[src/hdl/etmm_pkg.sv]
// Package: shared constants, types and polynomial helpers for the model matrix core.
`default_nettype none
package etmm_pkg;
   localparam int ANGLE_BITS_DEF = 16;
   localparam int TRIG_FRAC_BITS_DEF = 15;
   localparam int SCALE_W = 16;
   localparam int SHIFT_W = 32;
   localparam int ENTRY_W = 24;
   localparam int ZW = 31;  // Q30 phase, up to 1.0
   localparam int CW = 32;  // polynomial coefficient width
   localparam int NUM_HORNER = 6;  // C11..C1

   localparam logic [CW-1:0] POLY_C11 = 32'd3864;
   localparam logic [CW-1:0] POLY_C9 = 32'd172272;
   localparam logic [CW-1:0] POLY_C7 = 32'd5026995;
   localparam logic [CW-1:0] POLY_C5 = 32'd85569306;
   localparam logic [CW-1:0] POLY_C3 = 32'd693598669;
   localparam logic [CW-1:0] POLY_C1 = 32'd1686629713;

   localparam logic signed [ENTRY_W-1:0] ENTRY_MAX = 24'sh7FFFFF;
   localparam logic signed [ENTRY_W-1:0] ENTRY_MIN = -24'sh800000;

   // Coefficient that a Horner cell subtracts from; cell 0 loads C11.
   function automatic logic [CW-1:0] poly_coef(input int idx);
      logic [CW-1:0] c;
      begin
         unique case (idx)
            0: c = POLY_C11;
            1: c = POLY_C9;
            2: c = POLY_C7;
            3: c = POLY_C5;
            4: c = POLY_C3;
            default: c = POLY_C1;
         endcase
         return c;
      end
   endfunction

   // Trig work for one angle traveling through the cell chain.
   typedef struct packed {
      logic [ZW-1:0] z;
      logic [ZW-1:0] z2;
      logic [CW-1:0] t;
      logic          neg;
   } trig_lane_type;
endpackage
`default_nettype wire

[src/hdl/etmm_mix_cell.sv]
// Mix cell: one multiply stage for the matrix terms, floor shift by F.
`default_nettype none
module etmm_mix_cell #(
   parameter int F = 15,
   parameter int N = 1
) (
   input  wire logic clock,
   input  wire logic adv,
   input  wire logic signed [F+1:0] a_in [N],
   input  wire logic signed [F+1:0] b_in [N],
   output logic signed [F+1:0] p_out [N]
);
   import etmm_pkg::*;
   logic signed [F+1:0] p_ff [N];
   logic signed [F+1:0] p_in [N];
   always_comb begin
      for (int i = 0; i < N; i++) begin
         logic signed [2*F+3:0] m;
         m = a_in[i] * b_in[i];
         p_in[i] = m[2*F+1:F]; // arithmetic floor
      end
   end
   always_ff @(posedge clock) begin
      if (adv) p_ff <= p_in;
   end
   assign p_out = p_ff;
endmodule
`default_nettype wire

[config.mk]
export PLATFORM = sky130hd
export DESIGN_NAME = etmm_mix_cell
export DESIGN_NICKNAME = d
export VERILOG_FILES = /design/src/hdl/etmm_pkg.sv /design/src/hdl/etmm_mix_cell.sv
export SDC_FILE = /design/constraint.sdc
export NUM_CORES = 1
export LEC_CHECK = 0
export ABC_AREA = 1
export BUFFER_PORTS_ARGS = -buffer_cell sky130_fd_sc_hd__buf_2
export CAP_MARGIN = 25
export CORE_MARGIN = 2
export CORE_UTILIZATION = 45
export DETAILED_ROUTE_END_ITERATION = 7
export PLACE_DENSITY = 0.67
export SLEW_MARGIN = 30
export SYNTH_ARGS = -nofsm -noshare
export SYNTH_HDL_FRONTEND = slang
export SYNTH_SLANG_ARGS = --single-unit
[constraint.sdc]
create_clock -name clock -period 9.3 [get_ports clock]
set_input_delay 1.395 -clock clock [delete_from_list [all_inputs] [get_ports clock]]
set_output_delay 1.395 -clock clock [all_outputs]
set_load 0.005 [all_outputs]
# After elaboration in Yosys (flattened, before gate mapping)
# Index checks and enable logic that the tools add are counted.
[word_totals] register_bits=17 inputBits=36 output_inout_bits=17 word_cells=2
[classes] multipliers=1
[ops] op="$mul 17x17->32" n=1

# Depth between registers and ports, before layout
# Gate-level depths: netlist of the first run.
[depth] ltp_word=1 depth_mapped=29 depth_no_buf=27

# Worst setup path after synthesis of the first run
# OpenSTA, ideal clock, no wires.
[synth_path] path_type="input to register" from="in a_in[16] (netlist bit)" to="reg p_ff, in the netlist p_out[16], data pin" t_arrival_ps=6484 path_slack_ps=2564 path_stages=23 n_path_buf=2 path_cell_list="clkbuf_1 clkbuf_1 nand2_1 inv_1 fa_1 fa_1 inv_1 fa_1 fa_1 fa_1 fa_1 inv_1 ha_1 nand2_1 inv_1 nand2_1 nand2_1 a21oi_1 nand2_1 a21oi_1 clkinv_1 nand2_1 nand2_1"
[synth_rtl] item="from (decl)" line="etmm_mix_cell.sv:9" source="input wire logic signed [F+1:0] a_in [N],"
[synth_rtl] item="to (signal assigned)" line="etmm_mix_cell.sv:24" source="if (adv) p_ff <= p_in;"
[synth_rtl] item="to (decl)" line="etmm_mix_cell.sv:14" source="logic signed [F+1:0] p_ff [N];"

==> impl_results.md, run 1 <==
- Setup fix buffers added after clock tree synthesis: 0
- Global-route wire length before repair: 48400 microns
- Fraction of post-synthesis cell area in the top cell type by area: 47.8%
- Initial antenna violation count: 3
- Net count after synthesis: 1936
- CP peak stage delay: 800 ps
- Worst-case hold slack: 1600 ps
- Count of cells resized by post-cts repair: 0
- Detailed router's first-iteration violation count: 539
- Warnings, synthesis: 0
- DR DRC count: 0
- Number of buffers created by CTS: 3
- Full die area: 0.0275 sq mm
- Sequential cell area fraction in the yosys report: 4.34%
- Starting density of the core: 45.5%
- Layout cells sized above 1: 5.09%
- DR WL/cell: 14.8 microns
- Worst EP arrival: 6900 ps
- Nature of the critical path startpoint: input pin
- Proportion of synthesized flip-flops having asynchronous set or reset: 0%
- Period Utilization, post-route: 74.2%
- Post-route non-filler standard cell count: 1868
- Top cells by area in the synthesized netlist: sky130_fd_sc_hd__fa_1, sky130_fd_sc_hd__inv_1, sky130_fd_sc_hd__nand2_1
- Class of the most critical hold timing path: in -> reg
- Number of failing setup endpoints in the final timing report: 0
- Maximum level of the CTS H-tree: 1
- Max-cap violations: 0
- Worst Setup End Kind: flip-flop
- Critical Path, Cell by Cell: buf_2 -> nand2_1 -> inv_1 -> fa_1 -> fa_1 -> inv_1 -> fa_1 -> fa_1 -> fa_1 -> fa_1 -> inv_1 -> ha_1 -> nand2_1 -> nor4_1 -> nand3_1 -> nand3_1 -> nand2_1
- Number of global-route vias before repair: 10000
- Final Net Count: 1927
- Placement Rows: 59
- Top Family by Delay on Critical Path: adder cells
- Per-instance average area after synthesis: 7.64 sq um
- Sum of overflow across all layers after global routing: 0
- Final HPWL DP: 23600 microns
- DR vias: 9056
- Final number of max-transition violations: 0
- CTS clk-pin slew, worst paths: 50 ps
- Count of mapped cells out of synthesis: 1541
- Count of flip-flops with a built-in enable after synthesis: 17
- Maximum count of clock buffers along a single path: 2
- Hold-fix buffers at CTS: 0
- Maximum number of pins on one net before global-route repair: 21
- Tightest slew margin relative to the limit: 46.5%
- Maximum operating frequency: 145 MHz
- Final-report hold violation count: 0
- Clk sinks: 17
- Post-synth design cell area: 0.0118 sq mm
- CP bufs+invs: 4
- Largest register FFs: 17
- Master cell of the clock root buffer: sky130_fd_sc_hd__clkbuf_16
- Pin slew with the least headroom to its limit: 801 ps
- Required time at the worst-slack endpoint: 9310 ps
- Final wirelength: 27600 microns
- Core region area: 0.0258 sq mm
- Most numerous cell types in the synthesized netlist: sky130_fd_sc_hd__inv_1, sky130_fd_sc_hd__nand2_1, sky130_fd_sc_hd__fa_1
- Crit path top cell by count: sky130_fd_sc_hd__fa_1
- Status: finished, final reports clean
- Die height: 166 microns
- Routed vias/inst: 4.85
- Biggest area consumer among synthesized cells: sky130_fd_sc_hd__fa_1
- Port bufs: 52
- Post-DRT Antenna Nets: 0
- Number of detailed-route iterations in the first pass: 5
- RSZ-0062 raised after global routing: false
- Total GRT Usage: 21.7%
- Synth Register Bits: 17
- Largest fanout on the critical path: 17
- Most frequently used flop master after synthesis: sky130_fd_sc_hd__edfxtp_1
- CTS tree: built
- Unique masters post-synth: 32
- Total Negative Setup Slacks: 0 ps
- Cell type of the slowest stage on the worst timing path: sky130_fd_sc_hd__fa_1
- Cell with the most instances after synthesis: sky130_fd_sc_hd__inv_1
- Core Util, Final: 47.5%
- Growth of design area from synthesis to finish: 4.34%
- Gpl congestion: 0.894
- WS Path Type: in -> reg
- Period minus WS final: 6900 ps
- Total I/O pin count: 53
- Die Width: 166 microns
- Inst Count DP: 1862
[cell families after synthesis]
logic type	count (synthesis)	share of synthesized area, %
fa+ha+maj	359	56.1
buf+inv	565	18.1
xor+xnor	11	0.819
flops	17	4.34
simple gates	537	18.1
compound gates	52	2.59
[stage by stage]
step	area, sq um	worst slack (ps)
floorplan	11800	2560
global placement	12200	2080
detailed placement	12200	2190
CTS	12300	2440
global route	12300	2100
finish	12300	2400
[path summary, 6_finish.rpt]
kind,startpoint,endpoint,depth (start not counted)
hold / removal,adv,p_out[10]$_DFFE_PP_,1
setup / recovery,b_in[2],p_out[15]$_DFFE_PP_,17
[cells in the final DEF, fill, tap and decap left out, drive strengths merged]
master | netlist | layout
ha | 78 | 78
a31oi | 1 | 1
buf | 7 | 52
fa | 281 | 281
nor2 | 59 | 59
o21ai | 11 | 11
nor3 | 8 | 8
xor2 | 7 | 7
nand2 | 425 | 425
edfxtp | 17 | 17
clkinv | 1 | 1
a21oi | 27 | 27
o21a | 2 | 2
clkbuf | 59 | 4
or2 | 6 | 6
inv | 498 | 498
o211ai | 1 | 1
nand3b | 3 | 3
o21bai | 5 | 5
xnor2 | 4 | 4
nand4 | 6 | 6
nor4 | 1 | 1
a21o | 5 | 5
diode | 0 | 2
nand3 | 29 | 29
[cell type report]
cell class / instances / area [sq um]
antenna: 2 / 5.00
clock buffer: 4 / 78.8
fill: 2621 / 13600
timing repair buffer: 52 / 260
tap: 335 / 419
inverter: 499 / 1870
sequential: 17 / 510
multi-input combinational: 959 / 9130
[metal layers]
metal	GRT usage, %	up-vias	routed length [microns]
li1	-	4263	-
met1	27.1	4507	11100
met2	40.7	225	14600
met3	1.46	61	1160
met5	0	-	0
met4	5.60	0	754
Power of run 1 is left out: the tool's default activity adds up to more than one toggle a clock period on the data nets, which glitch-free logic cannot reach.
==> run 2: changes to the inputs <==
--- a/config.mk
+++ b/config.mk
@@ -5,13 +5,13 @@
 export SDC_FILE = /design/constraint.sdc
 export NUM_CORES = 1
 export LEC_CHECK = 0
-export ABC_AREA = 1
+export ABC_AREA = 0
 export BUFFER_PORTS_ARGS = -buffer_cell sky130_fd_sc_hd__buf_2
 export CAP_MARGIN = 25
 export CORE_MARGIN = 2
 export CORE_UTILIZATION = 45
 export DETAILED_ROUTE_END_ITERATION = 7
-export PLACE_DENSITY = 0.67
+export PLACE_DENSITY = 0.68
 export SLEW_MARGIN = 30
 export SYNTH_ARGS = -nofsm -noshare
 export SYNTH_HDL_FRONTEND = slang
==> constraint.sdc (replaced) <==
create_clock -name clock -period 6.7 [get_ports clock]
set_input_delay 1.005 -clock clock [delete_from_list [all_inputs] [get_ports clock]]
set_output_delay 1.005 -clock clock [all_outputs]
set_load 0.005 [all_outputs]
==> run 2 against run 1 <==
  * Non-clock buffer count increased by 40
  * Core utilization grew 2.0 points
  * Count of clock-buffer cells in the layout shrank 1
  * Via count down 19%
==> impl_results.md, run 2 <==
- Status: finished, final reports clean (unchanged)
- Gpl congestion: 0.891 (was 0.894)
- Initial antenna violation count: 0 (was 3)
- Warnings, synthesis: 0 (unchanged)
- Critical Path, Cell by Cell: buf_2 -> and2_1 -> fa_1 -> inv_1 -> fa_1 -> fa_1 -> inv_1 -> fa_1 -> fa_1 -> inv_1 -> fa_1 -> inv_1 -> ha_1 -> a21oi_1 -> o221ai_1 -> and2_1 -> o21ai_0 -> o211ai_2 -> buf_4 -> o22ai_1 -> xnor2_1 (was buf_2 -> nand2_1 -> inv_1 -> fa_1 -> fa_1 -> inv_1 -> fa_1 -> fa_1 -> fa_1 -> fa_1 -> inv_1 -> ha_1 -> nand2_1 -> nor4_1 -> nand3_1 -> nand3_1 -> nand2_1)
- Cell type of the slowest stage on the worst timing path: sky130_fd_sc_hd__fa_1 (unchanged)
- Tightest slew margin relative to the limit: 52.8% (was 46.5%)
- Met2 wire length: 13200 microns (was 14600 microns)
- Top library cells by usage in the layout, fill and taps aside: sky130_fd_sc_hd__inv_1, sky130_fd_sc_hd__fa_1, sky130_fd_sc_hd__and2_1 (was sky130_fd_sc_hd__inv_1, sky130_fd_sc_hd__nand2_1, sky130_fd_sc_hd__fa_1)
- CTS clk-pin slew, worst paths: 60 ps (was 50 ps)
- Largest fanout on the critical path: 14 (was 17)
- Net count after synthesis: 1505 (was 1936)
- Final-report hold violation count: 0 (unchanged)
- Final HPWL DP: 21500 microns (was 23600 microns)
- Post-Route M1 WL: 9810 microns (was 11100 microns)
- Class of the most critical hold timing path: in -> reg (unchanged)
- Most numerous cell types in the synthesized netlist: sky130_fd_sc_hd__inv_1, sky130_fd_sc_hd__fa_1, sky130_fd_sc_hd__and2_1 (was sky130_fd_sc_hd__inv_1, sky130_fd_sc_hd__nand2_1, sky130_fd_sc_hd__fa_1)
- Setup fix buffers added after clock tree synthesis: 0 (unchanged)
- RSZ-0062 raised after global routing: false (unchanged)
- Fraction of post-synthesis cell area in the top cell type by area: 52.9% (was 47.8%)
- Detailed router's first-iteration violation count: 326 (was 539)
- Pin slew with the least headroom to its limit: 706 ps (was 801 ps)
- Unique masters post-synth: 40 (was 32)
- Layout cells sized above 1: 8.87% (was 5.09%)
- Required time at the worst-slack endpoint: 6700 ps (was 9310 ps)
- Worst Setup End Kind: flip-flop (unchanged)
- Routed vias/inst: 4.91 (was 4.85)
- Number of failing setup endpoints in the final timing report: 0 (unchanged)
- Global-route wire length before repair: 41400 microns (was 48400 microns)
- Full die area: 0.0249 sq mm (was 0.0275 sq mm)
- Largest register FFs: 17 (unchanged)
- Total Negative Setup Slacks: 0 ps (unchanged)
- Period Utilization, post-route: 95.5%
- Growth of design area from synthesis to finish: 8.76% (was 4.34%)
- Count of cells resized by post-cts repair: 0 (unchanged)
- Cell with the most instances after synthesis: sky130_fd_sc_hd__inv_1 (unchanged)
- Final number of max-transition violations: 0 (unchanged)
- Crit path top cell by count: sky130_fd_sc_hd__fa_1 (unchanged)
- Die height: 158 microns (was 166 microns)
- Routed wl met3: 1150 microns (was 1160 microns)
- WS Path Type: in -> reg (unchanged)
- Starting density of the core: 45.5% (about the same)
- Number of detailed-route iterations in the first pass: 5 (unchanged)
- Biggest area consumer among synthesized cells: sky130_fd_sc_hd__fa_1 (unchanged)
- Clk sinks: 17 (unchanged)
- Period minus WS final: 6400 ps
- Post-synth design cell area: 0.0106 sq mm (was 0.0118 sq mm)
- DR DRC count: 0 (unchanged)
- Hold-fix buffers at CTS: 0 (unchanged)
- Count of mapped cells out of synthesis: 1110 (was 1541)
- Count of flip-flops with a built-in enable after synthesis: 17 (unchanged)
- Maximum number of pins on one net before global-route repair: 18 (was 21)
- Sum of overflow across all layers after global routing: 0 (unchanged)
- Die Width: 158 microns (was 166 microns)
- Worst EP arrival: 6400 ps (was 6900 ps)
- Maximum count of clock buffers along a single path: 2 (unchanged)
- Master cell of the clock root buffer: sky130_fd_sc_hd__clkbuf_16 (unchanged)
- DR WL/cell: 16.6 microns (was 14.8 microns)
- Placement Rows: 56 (was 59)
- Top cells by area in the synthesized netlist: sky130_fd_sc_hd__fa_1, sky130_fd_sc_hd__inv_1, sky130_fd_sc_hd__ha_1 (was sky130_fd_sc_hd__fa_1, sky130_fd_sc_hd__inv_1, sky130_fd_sc_hd__nand2_1)
- Post-DRT Antenna Nets: 0 (unchanged)
- Number of buffers created by CTS: 3 (unchanged)
- Core region area: 0.0233 sq mm (was 0.0258 sq mm)
- Port bufs: 52 (unchanged)
- Total I/O pin count: 53 (unchanged)
- Synth Register Bits: 17 (unchanged)
- Sequential cell area fraction in the yosys report: 4.80% (was 4.34%)
- Final Net Count: 1569 (was 1927)
- Max-cap violations: 0 (unchanged)
- Number of global-route vias before repair: 8207 (was 10000)
- Per-instance average area after synthesis: 9.57 sq um (was 7.64 sq um)
- Total GRT Usage: 21.8% (was 21.7%)
- CTS tree: built (unchanged)
- Top routing layer in use: met4 (unchanged)
- DR vias: 7326 (was 9056)
- Nature of the critical path startpoint: input pin (unchanged)
- Most frequently used flop master after synthesis: sky130_fd_sc_hd__edfxtp_1 (unchanged)
- Proportion of synthesized flip-flops having asynchronous set or reset: 0% (unchanged)
- Maximum operating frequency: 156 MHz
- Final wirelength: 24700 microns (was 27600 microns)
- CP peak stage delay: 530 ps (was 800 ps)
- Maximum level of the CTS H-tree: 1 (unchanged)
- Most common cell after layout, fill and taps aside: sky130_fd_sc_hd__inv_1 (unchanged)
-- run 2: changes by cell type after synthesis, sizes merged, moves of 5 or more --
| cell | before | now |
|---|---|---|
| and2 | 0 | 143 |
| nand3 | 29 | 5 |
| a21oi | 27 | 14 |
| or2 | 6 | 0 |
| buf | 7 | 1 |
| inv | 498 | 300 |
| nand2b | 0 | 10 |
| xnor2 | 4 | 25 |
| nand4 | 6 | 1 |
| nor3 | 8 | 0 |
| nor2 | 59 | 19 |
| nand2 | 425 | 135 |
| clkbuf | 59 | 32 |
-- run 2: cell families (layout without fill, tap and decap cells) --
logic type,Yosys count,count (layout),synth area share [%]
flip-flops,17,17,4.80
AND/OR/NAND/NOR,318,318,15.1
buffers and inverters,333,396,11.8
multiplexers,1,1,0.0942
AO/OA/AOI/OAI,50,50,3.51
other,0,1,0
adder cells (fa/ha/maj),359,359,62.1
XOR/XNOR,32,32,2.64
-- run 2: routing by layer --
| layer | track usage (%) | vias to the layer above |
|---|---|---|
| met3 | 2.46 | 32 |
| met1 | 26.9 | 3790 |
| met5 | 0 | - |
| met2 | 41.1 | 186 |
| li1 | - | 3318 |
| met4 | 4.33 | 0 |
-- run 2: worst paths after layout --
kind	start	end	slack [ps]	cells after the start
setup / recovery	a_in[10]	p_out[12]$_DFFE_PP_	300	21
hold / removal	adv	p_out[4]$_DFFE_PP_	1230	1
-- run 2: layout make-up --
| class | instances | area, sq um |
|---|---|---|
| Fill cell | 2183 | 11800 |
| Inverter | 300 | 1130 |
| Clock inverter | 1 | 5.00 |
| Antenna cell | 1 | 2.50 |
| Multi-Input combinational cell | 760 | 8870 |
| Timing Repair Buffer | 92 | 573 |
| Sequential cell | 17 | 510 |
| Clock buffer | 3 | 75.1 |
| Tap cell | 319 | 399 |
-- run 2: worst max-delay path: cells and delay by family --
kind	cells	cell delay, ps
AOI/OAI and AO/OA	5	980
adders and majority gates	7	3260
buffers and inverters	6	590
and+or+nand+nor	2	450
xor gates and xnor gates	1	100
-- run 2: through the flow --
stage / util [%] / cells / hold WS, ps / cell area (sq um) / setup slack, ps
2_1_floorplan: - / 1110 / 1120 / 10600 / 355
5_1_grt: 49.5 / 1492 / 1250 / 11600 / 8.33
6_report: 49.5 / 1493 / 1230 / 11600 / 301
4_1_cts: 49.5 / 1492 / 1240 / 11600 / 281
3_3_place_gp: 49.2 / 1488 / 1400 / 11500 / 80.2
3_5_place_dp: 49.2 / 1488 / 1400 / 11500 / 14.0
Power of run 2 is left out for the same reason.
==> run 3: changes to the inputs <==
--- a/config.mk
+++ b/config.mk
@@ -8,10 +8,12 @@
 export ABC_AREA = 0
 export BUFFER_PORTS_ARGS = -buffer_cell sky130_fd_sc_hd__buf_2
 export CAP_MARGIN = 25
+export CELL_PAD_IN_SITES_DETAIL_PLACEMENT = 1
+export CELL_PAD_IN_SITES_GLOBAL_PLACEMENT = 2
 export CORE_MARGIN = 2
-export CORE_UTILIZATION = 45
+export CORE_UTILIZATION = 42
 export DETAILED_ROUTE_END_ITERATION = 7
-export PLACE_DENSITY = 0.68
+export PLACE_DENSITY = 0.9
 export SLEW_MARGIN = 30
 export SYNTH_ARGS = -nofsm -noshare
 export SYNTH_HDL_FRONTEND = slang
==> run 3 against run 2 <==
  * Global-route usage is 1.6 points higher
  * Worst hold slack better by 7.9 ps
  * Critical path type unchanged
  * Non-clock buffer count is 24 higher
  * Core utilization is 2.6 points lower
  * Flip-flop and latch count stayed put
  * Highest routed layer unchanged
  * Die area is 7.0% higher
  * First-iteration DRC count is 21% lower
  * Sequential share of layout area is 0.073 points lower
  * Worst setup slack worse by 91 ps
  * Final area is 1.7% higher
  * Critical endpoint is now p_out[15]$_DFFE_PP_
  * Count of clock-buffer cells in the layout stayed put
==> impl_results.md, run 3 (synthesis gave the netlist of run 2 again) <==
- Period Utilization, post-route: 96.9% (was 95.5%)
- Fill cells: 2927 (was 2183)
- CP bufs+invs: 6 (unchanged)
- WS Path Type: in -> reg (unchanged)
- Maximum operating frequency: 154 MHz (was 156 MHz)
- Crit path top cell by count: sky130_fd_sc_hd__fa_1 (unchanged)
- Port bufs: 52 (unchanged)
- Diode insertion count for antenna repair: 0 (was 1)
- Total I/O pin count: 53 (unchanged)
- Tightest slew margin relative to the limit: 67.5% (was 52.8%)
- Worst Setup End Kind: flip-flop (unchanged)
- Setup fix buffers added after clock tree synthesis: 0 (unchanged)
- Final Net Count: 1593 (was 1569)
- Max-cap violations: 0 (unchanged)
- Gpl congestion: 0.845 (was 0.891)
- Cell type of the slowest stage on the worst timing path: sky130_fd_sc_hd__fa_1 (unchanged)
- Hold path startpoint: adv (unchanged)
- Global-route wire length before repair: 47500 microns (was 41400 microns)
- Top library cells by usage in the layout, fill and taps aside: sky130_fd_sc_hd__inv_1, sky130_fd_sc_hd__fa_1, sky130_fd_sc_hd__and2_1 (unchanged)
- Number of failing setup endpoints in the final timing report: 0 (unchanged)
- Top Family by Delay on Critical Path: adder cells (unchanged)
- Period minus WS final: 6490 ps (was 6400 ps)
- Maximum number of pins on one net before global-route repair: 18 (unchanged)
- Sum of overflow across all layers after global routing: 0 (unchanged)
- Post-Place Cell Area: 0.0117 sq mm (was 0.0115 sq mm)
- Routed vias/inst: 4.93 (was 4.91)
- Initial antenna violation count: 0 (unchanged)
- Total non-filler cell area in the finished layout: 0.0118 sq mm (was 0.0116 sq mm)
- Die Width: 163 microns (was 158 microns)
- Total GRT Usage: 23.4% (was 21.8%)
- Layout cells sized above 1: 10.8% (was 8.87%)
- Sequential Area: 510 sq um (unchanged)
- Starting density of the core: 42.4% (was 45.5%)
- Final number of max-transition violations: 0 (unchanged)
- Most common cell after layout, fill and taps aside: sky130_fd_sc_hd__inv_1 (unchanged)
- Core region area: 0.0250 sq mm (was 0.0233 sq mm)
- Growth of design area from synthesis to finish: 10.6% (was 8.76%)
- Full die area: 0.0266 sq mm (was 0.0249 sq mm)
- Pin slew with the least headroom to its limit: 487 ps (was 706 ps)
- DR vias: 7525 (was 7326)
- Worst EP arrival: 6490 ps (was 6400 ps)
- Detailed router's first-iteration violation count: 258 (was 326)
- Class of the most critical hold timing path: in -> reg (unchanged)
- Number of buffers created by CTS: 3 (unchanged)
- Clk sinks: 17 (unchanged)
- Critical Path, Cell by Cell: buf_2 -> buf_4 -> buf_4 -> nand2_1 -> fa_1 -> inv_1 -> fa_1 -> fa_1 -> fa_1 -> fa_1 -> inv_1 -> fa_1 -> inv_1 -> ha_1 -> a211oi_1 -> o21bai_1 -> o2111ai_2 -> o211ai_4 -> o31a_1 -> xnor2_1 (was buf_2 -> and2_1 -> fa_1 -> inv_1 -> fa_1 -> fa_1 -> inv_1 -> fa_1 -> fa_1 -> inv_1 -> fa_1 -> inv_1 -> ha_1 -> a21oi_1 -> o221ai_1 -> and2_1 -> o21ai_0 -> o211ai_2 -> buf_4 -> o22ai_1 -> xnor2_1)
- Number of stages on the worst hold path: 1 (unchanged)
- Final-report hold violation count: 0 (unchanged)
- Post-DRT Antenna Nets: 0 (unchanged)
- Hold-critical path endpoint: p_out[2]$_DFFE_PP_ (was p_out[4]$_DFFE_PP_)
- Number of detailed-route iterations in the first pass: 4 (was 5)
- CTS tree: built (unchanged)
- Largest fanout on the critical path: 9 (was 14)
- Nature of the critical path startpoint: input pin (unchanged)
- Placement Rows: 58 (was 56)
- Count of cells resized by post-cts repair: 1 (was 0)
- Status: finished, final reports clean (unchanged)
- Maximum level of the CTS H-tree: 1 (unchanged)
- Final wirelength: 28300 microns (was 24700 microns)
- Required time at the worst-slack endpoint: 6700 ps (about the same)
- DR DRC count: 0 (unchanged)
- Final HPWL DP: 25100 microns (was 21500 microns)
- CP peak stage delay: 510 ps (was 530 ps)
- CTS clk-pin slew, worst paths: 60 ps (about the same)
- Number of global-route vias before repair: 9183 (was 8207)
- Hold-fix buffers at CTS: 0 (unchanged)
- DR WL/cell: 18.5 microns (was 16.6 microns)
- Maximum count of clock buffers along a single path: 2 (unchanged)
- Die height: 163 microns (was 158 microns)
- Area occupied by multi-input gates: 0.00888 sq mm (was 0.00887 sq mm)
- Master cell of the clock root buffer: sky130_fd_sc_hd__clkbuf_16 (unchanged)
- Largest register FFs: 17 (unchanged)
run 3: cell count changes in the layout (fill, tap and decap cells not counted):
cell / before / now
sky130_fd_sc_hd__buf_4: 39 / 64
sky130_fd_sc_hd__o21ai_2: 0 / 1
sky130_fd_sc_hd__diode_2: 1 / 0
sky130_fd_sc_hd__clkinv_2: 1 / 0
sky130_fd_sc_hd__o21ai_0: 8 / 7
sky130_fd_sc_hd__clkinvlp_4: 0 / 1
sky130_fd_sc_hd__o211ai_4: 0 / 1
sky130_fd_sc_hd__buf_12: 1 / 0
sky130_fd_sc_hd__o211ai_2: 1 / 0
run 3: layout make-up:
| type | instances | area share [%] |
|---|---|---|
| clock buffers | 3 | 0.639 |
| clock inverters | 1 | 0.0639 |
| inverters | 300 | 9.58 |
| multi-input cells | 760 | 75.6 |
| flip-flops and latches | 17 | 4.34 |
| well taps | 330 | 3.51 |
| repair buffers | 116 | 6.30 |
run 3: worst max path at each step:
stage / slack (ps) / endpoint / start / cells after the start
2_1_floorplan: 350 / p_out[15]$_DFFE_PP_ / b_in[8] / 21
3_3_place_gp: -160 / p_out[15]$_DFFE_PP_ / b_in[5] / 20
3_5_place_dp: -330 / p_out[15]$_DFFE_PP_ / b_in[2] / 19
4_1_cts: 120 / p_out[15]$_DFFE_PP_ / b_in[5] / 20
5_1_grt: -6 / p_out[15]$_DFFE_PP_ / a_in[8] / 20
6_report: 210 / p_out[15]$_DFFE_PP_ / a_in[8] / 20
run 3: layer usage:
layer  track usage (%)  routed length (microns)
met3              1.93                      987
met1              28.1                    10900
met5                 0                        0
met4              6.84                      995
met2              44.4                    15400
run 3: stage by stage:
| stage | setup slack, ps | util (%) | cells | hold slack (ps) | setup TNS, ps |
|---|---|---|---|---|---|
| final | 210 | 46.9 | 1527 | 1240 | 0 |
| after detailed placement | -331 | 46.6 | 1523 | 1400 | -1260 |
| after floorplan | 355 | - | 1110 | 1120 | 0 |
| after global placement | -156 | 46.6 | 1523 | 1390 | -411 |
| after global routing | -6.10 | 46.9 | 1527 | 1260 | -6.10 |
| after CTS | 119 | 46.9 | 1527 | 1250 | 0 |
Power of run 3 is left out for the same reason.
